--- config.mk ---
export PLATFORM = sky130hd
export DESIGN_NAME = p4r_addr_unit
export DESIGN_NICKNAME = d
export VERILOG_FILES = /design/src/sv/packed_4bpp_raster_engine_assert.svh /design/src/sv/p4r_addr_unit.sv
export SDC_FILE = /design/constraint.sdc
export NUM_CORES = 1
export LEC_CHECK = 0
export BUFFER_PORTS_ARGS = -buffer_cell sky130_fd_sc_hd__buf_2
export CORE_UTILIZATION = 50
export CTS_CLUSTER_DIAMETER = 120
export DETAILED_ROUTE_END_ITERATION = 7
export PLACE_DENSITY = 0.72
export SYNTH_ARGS = -nofsm -noshare
export SYNTH_HDL_FRONTEND = slang
export SYNTH_SLANG_ARGS = --single-unit
--- constraint.sdc ---
create_clock -name clk -period 5.3 [get_ports clk]
set_clock_uncertainty 0.05 [all_clocks]
set_input_delay 0.265 -clock clk [delete_from_list [all_inputs] [get_ports clk]]
set_output_delay 0.265 -clock clk [all_outputs]
set_load 0.02 [all_outputs]
--- src/sv/packed_4bpp_raster_engine_assert.svh ---
// Assertion macros for the packed 4bpp raster engine.
`ifndef PACKED_4BPP_RASTER_ENGINE_ASSERT_SVH
`define PACKED_4BPP_RASTER_ENGINE_ASSERT_SVH

// Assert that a condition implies a consequence in the same cycle.
`define P4R_ASSERT_IMPL(label, ante, cons) \
  label: assert property (@(posedge clk) disable iff (!rst_n) (ante) |-> (cons)) \
    else $error("assertion failed");

// Assert that a condition implies a consequence in the next cycle.
`define P4R_ASSERT_NEXT(label, ante, cons) \
  label: assert property (@(posedge clk) disable iff (!rst_n) (ante) |=> (cons)) \
    else $error("assertion failed");

`endif

--- src/sv/p4r_addr_unit.sv ---
// Shared address unit: base + (x >> 1) + y * stride, registered, wrapped modulo 2^AW.
module p4r_addr_unit #(
  parameter int AW = 16
) (
  input  logic          clk,
  input  logic [15:0]   base,
  input  logic [10:0]   px,
  input  logic [10:0]   py,
  input  logic [9:0]    stride,
  output logic [AW-1:0] addr_r
);
  logic [AW-1:0] addr_nxt;
  logic [20:0]   prod;

  // One multiply and add per use; wraps modulo 2^AW
  always_comb begin
    prod     = py * stride;
    addr_nxt = AW'(({16'd0, base} + {22'd0, px[10:1]} + {11'd0, prod}) & {32{1'b1}});
  end

  always_ff @(posedge clk) begin
    addr_r <= addr_nxt;
  end
endmodule

-- Word level (Yosys, flattened, before mapping)
Index checks and enable logic that the tools add are counted.
Widths: inputs -> output; s select.
- add/sub/neg operators: 2
- multipliers: 1
- div/mod/pow operators: 0
- $lt $le $gt $ge: 0
- equal/unequal tests: 0
- shift operators: 0
- muxes and demuxes: 0
- bitwise operators: 0
- reduce and logical (&&, ||, !) cells: 0
- operators with widths (kind ; count):
    $add 16x10->16 ; 1
    $add 16x16->16 ; 1
    $mul 11x10->16 ; 1
- register bits: 16
- bits in latches: 0
- memory bits (writable): 0
- bits in read-only memories: 0
- output and inout bits: 16
- memories kept: 0

-- Depth between registers and ports, before layout
Gate-level depths: netlist of run 1.
- depth in word-level cells: 2
- depth in mapped cells: 19
- gate-level depth less buffers: 18

-- Worst setup path after synthesis of run 1
Ideal clock, no wire load.
- kind: input-to-reg
- start point: input stride[1]
- end point: register addr_r[14]
- library setup time: 0.120 ns
- arrival: 4.434 ns
- path slack: 0.696 ns
- stages: 17
- cells stage by stage: clkbuf_1 > nand2_1 > fa_1 > fa_1 > inv_1 > fa_1 > fa_1 > inv_1 > fa_1 > inv_1 > ha_1 > a21o_1 > a21oi_4 > o31ai_2 > o41ai_2 > nor3_1 > a211o_1
- word-level cells in the longest chain between the ends: 2
- ends and longest elaborated chain (item ; line ; RTL):
    from (decl) ; p4r_addr_unit.sv:9 ; input logic [9:0] stride,
    $mul 11x10->16 ; p4r_addr_unit.sv:17 ; prod = py * stride;
    $add 16x16->16 ; p4r_addr_unit.sv:18 ; addr_nxt = AW'(({16'd0, base} + {22'd0, px[10:1]} + {11'd0, prod}) & {32{1'b1}});
    net addr_nxt[14] ; p4r_addr_unit.sv:12 ; logic [AW-1:0] addr_nxt;
    to (signal assigned) ; p4r_addr_unit.sv:22 ; addr_r <= addr_nxt;
    to (decl) ; p4r_addr_unit.sv:10 ; output logic [AW-1:0] addr_r
The timed path passes the listed nets, and every way through them passes these cells.

-- Final worst setup path of run 1
Ends and elaborated chain as after synthesis.

==> results of run 1 <==
logic make-up after synthesis:
logic type               after synthesis  synth area share, %
AO/OA/AOI/OAI                         26                 4.92
AND/OR/NAND/NOR                      120                 14.4
adder cells (fa/ha/maj)              123                 55.6
XOR/XNOR                              21                 4.67
buffers and inverters                127                 12.3
flip-flops                            16                 8.13
worst max-delay path by stage:
stage                     slack (ns)    endpoint
after floorplan                 0.70  addr_r[14]
after global placement          0.59  addr_r[14]
after detailed placement        0.52  addr_r[14]
after CTS                       0.79  addr_r[14]
after global routing            0.56  addr_r[14]
final                           0.79  addr_r[14]
worst max-delay path, cell delays in order:
cell,delay (ns)
buf_2,0.22
nand2_1,0.13
fa_1,0.47
fa_1,0.43
inv_1,0.08
fa_1,0.44
fa_1,0.55
inv_1,0.05
fa_1,0.48
inv_1,0.04
ha_1,0.32
a21o_1,0.22
a21oi_4,0.15
o31ai_2,0.11
o41ai_2,0.28
nor3_1,0.09
a211o_1,0.27
stage by stage:
step           util (%)  std cells
4_1_cts            56.9        587
6_report           56.9        587
3_5_place_dp       56.2        583
3_3_place_gp       56.2        583
2_1_floorplan         -        433
5_1_grt            56.9        587
routing by layer:
metal	track usage [%]	up-vias	share of wire (%)
met5	0	-	0
met4	5.56	0	1.6
met3	1.18	8	3.1
met2	38.4	64	54
met1	26.1	1423	41
li1	-	1355	-
report_power, final:
part	internal [uW]	switching [uW]	leakage [uW]
Combinational	1020	1220	0.00217
Clock	65.9	45.0	0.0000288
Sequential	216	10.3	0.000135
layout make-up:
type	instances	area, um2	area share (%)
Timing Repair Buffer	63	315	7.20
Clock buffer	4	55.1	1.26
Inverter	112	420	9.61
Tap cell	102	128	2.92
Sequential cell	16	320	7.32
Multi-Input combinational cell	290	3140	71.7
cells in the final DEF (no fill, tap or decap), types with 3 or more instances in the layout:
master,n
and2_1,41
o21ai_0,5
o21a_1,3
nand2_1,66
ha_1,36
dfxtp_1,16
a21oi_1,5
fa_1,87
buf_2,63
clkbuf_8,4
inv_1,112
nor2_1,6
xnor2_1,19
==> results.toml, run 1 <==
[floorplan]
start_util_pct = 51.3
die_h_um = 90.8
core_area_um2 = 7690
boundaryPins = 65
placementRows = 32
dieArea_um2 = 8240
die_w_um = 90.8

[setup_path]
start_kind = "input port"
end_kind = "flip-flop"
cp.required_ns = 5.39
worstPathMaxFanout = 11
worstSetupStartpoint = "stride[1]"
timing_worst_setup_path_type = "in -> reg"
arrival_ns = 4.60

[placed_design]
numPortBuffers = 63
dpl_cell_area_um2 = 4320
gp_congestion = 0.845
dp_hpwl_um = 6610
pre_cts_ws_ns = 0.517

[grt]
grt.total_usage_pct = 20.7
grt_pass1_wl_um = 13600
grt_pass1_vias = 3094
grt_max_degree = 12
gr-total-overflow = 0
antenna_found_initial = 0

[clock_network]
cts.sinks = 16
cts_buffers = 3
cts_root_buffer = "clkbuf_8"
tritoncts = "yes"
cts_resized = 0
cts_hold_buf = 0
clk_path_buf_depth = 2
clkTransAtPathRegs_ns = 0.07
htreeDepth = 1
postCtsSetupBuffers = 0

[finish]
largest_register = "addr_r"
syn_to_final_growth_pct = 11.0
reg_top3 = "addr_r: 16 flops"
fillers = 725
largest_register_ffs = 16
final_layout_size_suffix_gt1_share_pct = 14.8
nets = 658
n_antenna_cell = 0
final_area_um2 = 4380

[min_path]
holdPathStages = 4
hold_path_class = "in -> reg"
min-delay-start = "px[1]"
hold_end = "addr_r[0]"

[logic_synthesis]
synth_nets = 605
synth_top_area_cell = "fa_1"
seq_area_frac_synth_pct = 8.13
syn_inst = 433
yosysUniqueCellTypes = 31
synthTopCellsByArea = "fa_1 44%, ha_1 11%, inv_1 11%"
ys_top_cells_by_count = "112 x inv_1, 87 x fa_1, 66 x nand2_1"
synth_ff_type = "dfxtp_1"
ys_seq_elements = 16
ys_warn_count = 0
synth_area_um2 = 3940
synth_most_common_cell = "inv_1"
syn_area_per_cell_um2 = 9.10
synth_top_area_share_pct = 44.2
synth-async-reset-ratio_pct = 0
synth_edf_count = 0

[outcome]
status = "finished clean"

[detailed_routing]
vias_per_cell = 4.86
drc_errors = 0
dr.pass1.iters = 4
dr.first_iter.drc_count = 138
vias = 2850
wl_per_cell_um = 12.7
wirelength_um = 7480
detail-route-antenna-nets = 0

[power_and_ir_drop]
finalPower_uw = 2580
power.leakage_uw = 0.00233
ir_drop_v = 0.000451
cellPowerDensity_nw_per_um2 = 589

[sta]
maxSlewHeadroom_pct = 75.4
worstMarginPinSlew_ns = 0.367
drv_slew = 0
fin_crit_sh_pct = 85.1
whs_ns = 0.365
finalSetupTns_ns = 0
hold_viol_final = 0
layout_min_cycle_time_ns = 4.51
fmax_ghz = 0.222
worst_slack_ns = 0.789
rsz0062_at_grt = "no"
setup_viol = 0

[job]
drv_cap = 0
Note: power is estimated with default switching activity, not from simulation.
==> run 2, diff against run 1 <==
- CORE_ASPECT_RATIO: unset -> 0.9
==> run 2 against run 1 <==
Net effect: global-route usage increased by 1.8 points; total power increased by 1.0%; via count increased by 0.25%; worst setup slack got worse by 0.076 ns; die area about the same; non-clock buffer count unchanged; cell count decreased by 1.2%; sequential power about the same; sequential share of layout area about the same; critical path type unchanged.
==> results.toml, run 2 (same netlist as run 1, synthesis figures left out) <==
[grt]
gr-total-overflow = 0
antenna_found_initial = 0
grt_pass1_vias = 3119
grt_max_degree = 12
grt_pass1_wl_um = 14400
grt.total_usage_pct = 22.5

[power_and_ir_drop]
power.switching_uw = 1310
finalPower_uw = 2600
p_seq_share_pct = 8.7
p_comb_share_pct = 87.7
power.leakage_uw = 0.00232
ir_drop_v = 0.000287
cellPowerDensity_nw_per_um2 = 598
internal_power_uw = 1300
p_clk_share_pct = 3.6
swShare_pct = 50.1

[clock_network]
clk_path_buf_depth = 2
tritoncts = "yes"
cts_root_buffer = "clkbuf_8"
clkTransAtPathRegs_ns = 0.08
cts_resized = 0
htreeDepth = 1
cts_buffers = 3
cts.sinks = 16
cts_hold_buf = 0
postCtsSetupBuffers = 0

[detailed_routing]
drc_errors = 0
dr.pass1.iters = 4
wl_per_cell_um = 13.9
dr.first_iter.drc_count = 99
vias_per_cell = 4.93
detail-route-antenna-nets = 0
vias = 2857
wirelength_um = 8090

[finish]
fin_cells = 580
syn_to_final_growth_pct = 10.5
largest_register_ffs = 16
layout_common_cells = "112 x inv_1, 87 x fa_1, 66 x nand2_1"
final_common_cell = "inv_1"
reg_top3 = "addr_r: 16 flops"
utilization_pct = 57.4
largest_register = "addr_r"
nets = 658
n_antenna_cell = 0
final_layout_size_suffix_gt1_share_pct = 14.7
fillers = 695

[sta]
hold_viol_final = 0
worstMarginPinSlew_ns = 0.383
maxSlewHeadroom_pct = 74.2
fin_crit_sh_pct = 86.5
layout_min_cycle_time_ns = 4.59
finalSetupTns_ns = 0
setup_viol = 0
fmax_ghz = 0.218
drv_slew = 0
rsz0062_at_grt = "no"
whs_ns = 0.347

[placed_design]
dp_hpwl_um = 7020
numPortBuffers = 63
gp_congestion = 0.847
dp.cells = 577

[outcome]
status = "finished clean"

[min_path]
holdPathStages = 4
hold_path_class = "in -> reg"
hold_end = "addr_r[0]"
min-delay-start = "px[1]"

[floorplan]
die_h_um = 86.2
die_w_um = 95.6
core_area_um2 = 7580
dieArea_um2 = 8240
start_util_pct = 52.0
placementRows = 30
boundaryPins = 65

[setup_path]
start_kind = "input port"
worstPathMaxFanout = 11
arrival_ns = 4.66
cp.required_ns = 5.38
timing_worst_setup_path_type = "in -> reg"
end_kind = "flip-flop"

[job]
drv_cap = 0
==> run 2: layout make-up <==
| cell class | count | area (um2) | share of cell area (%) |
|---|---|---|---|
| Timing Repair Buffer | 63 | 315 | 7.24 |
| Tap cell | 96 | 120 | 2.76 |
| Sequential cell | 16 | 320 | 7.35 |
| Clock buffer | 3 | 41.3 | 0.948 |
| Multi-Input combinational cell | 290 | 3140 | 72.0 |
| Inverter | 112 | 420 | 9.65 |
==> run 2: how the worst max path moves through the flow <==
stage / depth (start not counted) / start / slack [ns] / endpoint
floorplan: 17 / stride[1] / 0.70 / addr_r[14]
global placement: 17 / stride[1] / 0.56 / addr_r[14]
detailed placement: 17 / stride[2] / 0.47 / addr_r[14]
CTS: 17 / stride[2] / 0.72 / addr_r[14]
global route: 17 / stride[1] / 0.52 / addr_r[14]
finish: 17 / stride[1] / 0.71 / addr_r[14]
==> run 2: critical path, stage by stage <==
cell and delay [ns]:
buf_2 0.22, nand2_1 0.11, fa_1 0.50, fa_1 0.39
inv_1 0.09, fa_1 0.44, fa_1 0.55, inv_1 0.05
fa_1 0.47, inv_1 0.04, ha_1 0.33, a21o_1 0.23
a21oi_4 0.15, o31ai_2 0.10, o41ai_2 0.33, nor3_1 0.10
a211o_1 0.28
==> run 2: metal layers <==
| layer | up-vias | track usage (%) | wire length, um | share of wire (%) |
|---|---|---|---|---|
| met1 | 1420 | 30.8 | 3670 | 45 |
| met2 | 76 | 39.2 | 4020 | 50 |
| met3 | 9 | 1.40 | 289 | 3.6 |
| met5 | - | 0 | 0 | 0 |
| met4 | 0 | 5.56 | 108 | 1.3 |
| li1 | 1352 | - | - | - |
==> run 2: power by group through the flow <==
stage	sequential, uW	clock (uW)	combinational (uW)
3_5_place_dp	230	0	2280
6_report	227	93.8	2280
5_1_grt	236	105	2630
3_3_place_gp	228	0	2210
2_1_floorplan	312	0	1740
4_1_cts	227	96.4	2300
==> run 2: metrics by stage <==
| stage | cell area [um2] | setup slack [ns] |
|---|---|---|
| 5_1_grt | 4360 | 0.515 |
| 3_3_place_gp | 4310 | 0.556 |
| 6_report | 4360 | 0.713 |
| 2_1_floorplan | 3940 | 0.696 |
| 4_1_cts | 4360 | 0.719 |
| 3_5_place_dp | 4310 | 0.470 |
==> run 3, diff against run 2 <==
--- a/config.mk
+++ b/config.mk
@@ -9,6 +9,5 @@
 export CORE_ASPECT_RATIO = 0.9
-export CORE_UTILIZATION = 50
+export CORE_UTILIZATION = 40
 export CTS_CLUSTER_DIAMETER = 120
 export DETAILED_ROUTE_END_ITERATION = 7
-export PLACE_DENSITY = 0.72
 export SYNTH_ARGS = -nofsm -noshare
==> constraint.sdc (replaced) <==
create_clock -name clk -period 5.3 [get_ports clk]
set_clock_uncertainty 0.05 [all_clocks]
set_input_delay 0.795 -clock clk [delete_from_list [all_inputs] [get_ports clk]]
set_output_delay 0.795 -clock clk [all_outputs]
set_load 0.02 [all_outputs]
==> run 3 against run 2 <==
Net effect: global-route usage is 3.8 points lower; worst setup slack lost 0.41 ns; via count decreased by 0.60%; wire length up 4.5%; critical path depth is the same; first-iteration DRC count decreased by 7.1%; cell count grew 5.5%; hold slack gained 0.53 ns; fmax down 8.3%; critical path type unchanged; largest cell class unchanged.
==> results.toml, run 3 (same netlist as run 1, synthesis figures left out) <==
[outcome]
status = "finished clean"

[setup_path]
start_kind = "input port"
slowest_stage = "fa_1"
worstPathMaxFanout = 11
cp.required_ns = 5.39
worstPathCellList = "buf_2 > nand2_1 > fa_1 > fa_1 > inv_1 > fa_1 > fa_1 > inv_1 > fa_1 > inv_1 > ha_1 > a21o_1 > a21oi_4 > o31ai_2 > o41ai_2 > nor3_1 > a211o_1"
timing_worst_setup_path_type = "in -> reg"
cpPeakStageDelay_ns = 0.54
cp_common_cell = "fa_1"
end_kind = "flip-flop"
crit_buf_inv = 4
crit_family = "adder cells"
arrival_ns = 5.09

[power_and_ir_drop]
cellPowerDensity_nw_per_um2 = 600
ir_drop_v = 0.000434
power.leakage_uw = 0.00235

[detailed_routing]
drc_errors = 0
detail-route-antenna-nets = 0
vias = 2840
wirelength_um = 8450
dr.first_iter.drc_count = 92
vias_per_cell = 4.64
dr.pass1.iters = 4
wl_per_cell_um = 13.8

[grt]
antenna_found_initial = 0
grt_max_degree = 12
gr-total-overflow = 0
grt_pass1_vias = 3171
grt.total_usage_pct = 18.8
grt_pass1_wl_um = 14900

[placed_design]
dp_hpwl_um = 7350
dp.cells = 609
numPortBuffers = 63
gp_congestion = 0.802
pre_cts_ws_ns = 0.0391

[floorplan]
placementRows = 33
die_h_um = 96.2
boundaryPins = 65
start_util_pct = 42.2
core_area_um2 = 9330
die_w_um = 107
dieArea_um2 = 10300

[finish]
reg_top3 = "addr_r: 16 flops"
nets = 664
n_antenna_cell = 0
syn_to_final_growth_pct = 12.5
fin_cells = 612
largest_register_ffs = 16
layout_common_cells = "112 x inv_1, 87 x fa_1, 66 x nand2_1"
largest_register = "addr_r"
final_common_cell = "inv_1"
final_layout_size_suffix_gt1_share_pct = 15.7

[sta]
finalSetupTns_ns = 0
rsz0062_at_grt = "no"
drv_slew = 0
setup_viol = 0
worst_slack_ns = 0.300
maxSlewHeadroom_pct = 74.2
fmax_ghz = 0.200
fin_crit_sh_pct = 94.3
hold_viol_final = 0
layout_min_cycle_time_ns = 5.00
worstMarginPinSlew_ns = 0.384

[clock_network]
tritoncts = "yes"
clkTransAtPathRegs_ns = 0.07
cts.sinks = 16
clk_path_buf_depth = 2
cts_resized = 0
cts_hold_buf = 0
cts_buffers = 3
postCtsSetupBuffers = 0
htreeDepth = 1
cts_root_buffer = "clkbuf_8"

[min_path]
hold_path_class = "in -> reg"

[job]
drv_cap = 0
run 3: cell count changes in the layout (fill, tap and decap cells not counted):
cell   before  now
buf_4       0    6
run 3: stage by stage:
step | total power, uW | area, um2 | util, % | hold slack [ns]
floorplan | 2050 | 3940 | - | 0.991
global placement | 2530 | 4390 | 47.1 | 1.14
detailed placement | 2580 | 4390 | 47.1 | 1.16
CTS | 2700 | 4430 | 47.5 | 0.884
global route | 3030 | 4430 | 47.5 | 0.903
finish | 2660 | 4430 | 47.5 | 0.879
run 3: worst min-delay path: cells and delay by family:
family | cells | cell delay, ns
adders and majority gates | 1 | 0.16
buffers and inverters | 3 | 0.21
run 3: final timing paths:
path,startpoint,cells past startpoint,endpoint
setup / recovery,stride[1],17,addr_r[14]
hold / removal,px[1],4,addr_r[0]
run 3: report_power, final:
part	internal (uW)	leakage (uW)	total [uW]	switching (uW)
Clock	50.5	0.0000216	96.1	45.5
Combinational	1080	0.00220	2330	1260
Sequential	216	0.000135	227	11.1
Total	1340	0.00235	2660	1310
run 3: per-layer routing:
metal	global-route usage [%]	share of wire [%]	wire, um
met1	26.2	47	4010
met2	32.1	48	4080
met3	1.83	3.6	303
met4	3.31	0.69	58
met5	0	0	0
run 3: cell type report:
| class | instances | area, um2 |
|---|---|---|
| Clock buffer | 3 | 41.3 |
| Fill cell | 976 | 4900 |
| Sequential cell | 16 | 320 |
| Inverter | 112 | 420 |
| Multi-Input combinational cell | 290 | 3140 |
| Tap cell | 122 | 153 |
| Timing Repair Buffer | 69 | 360 |
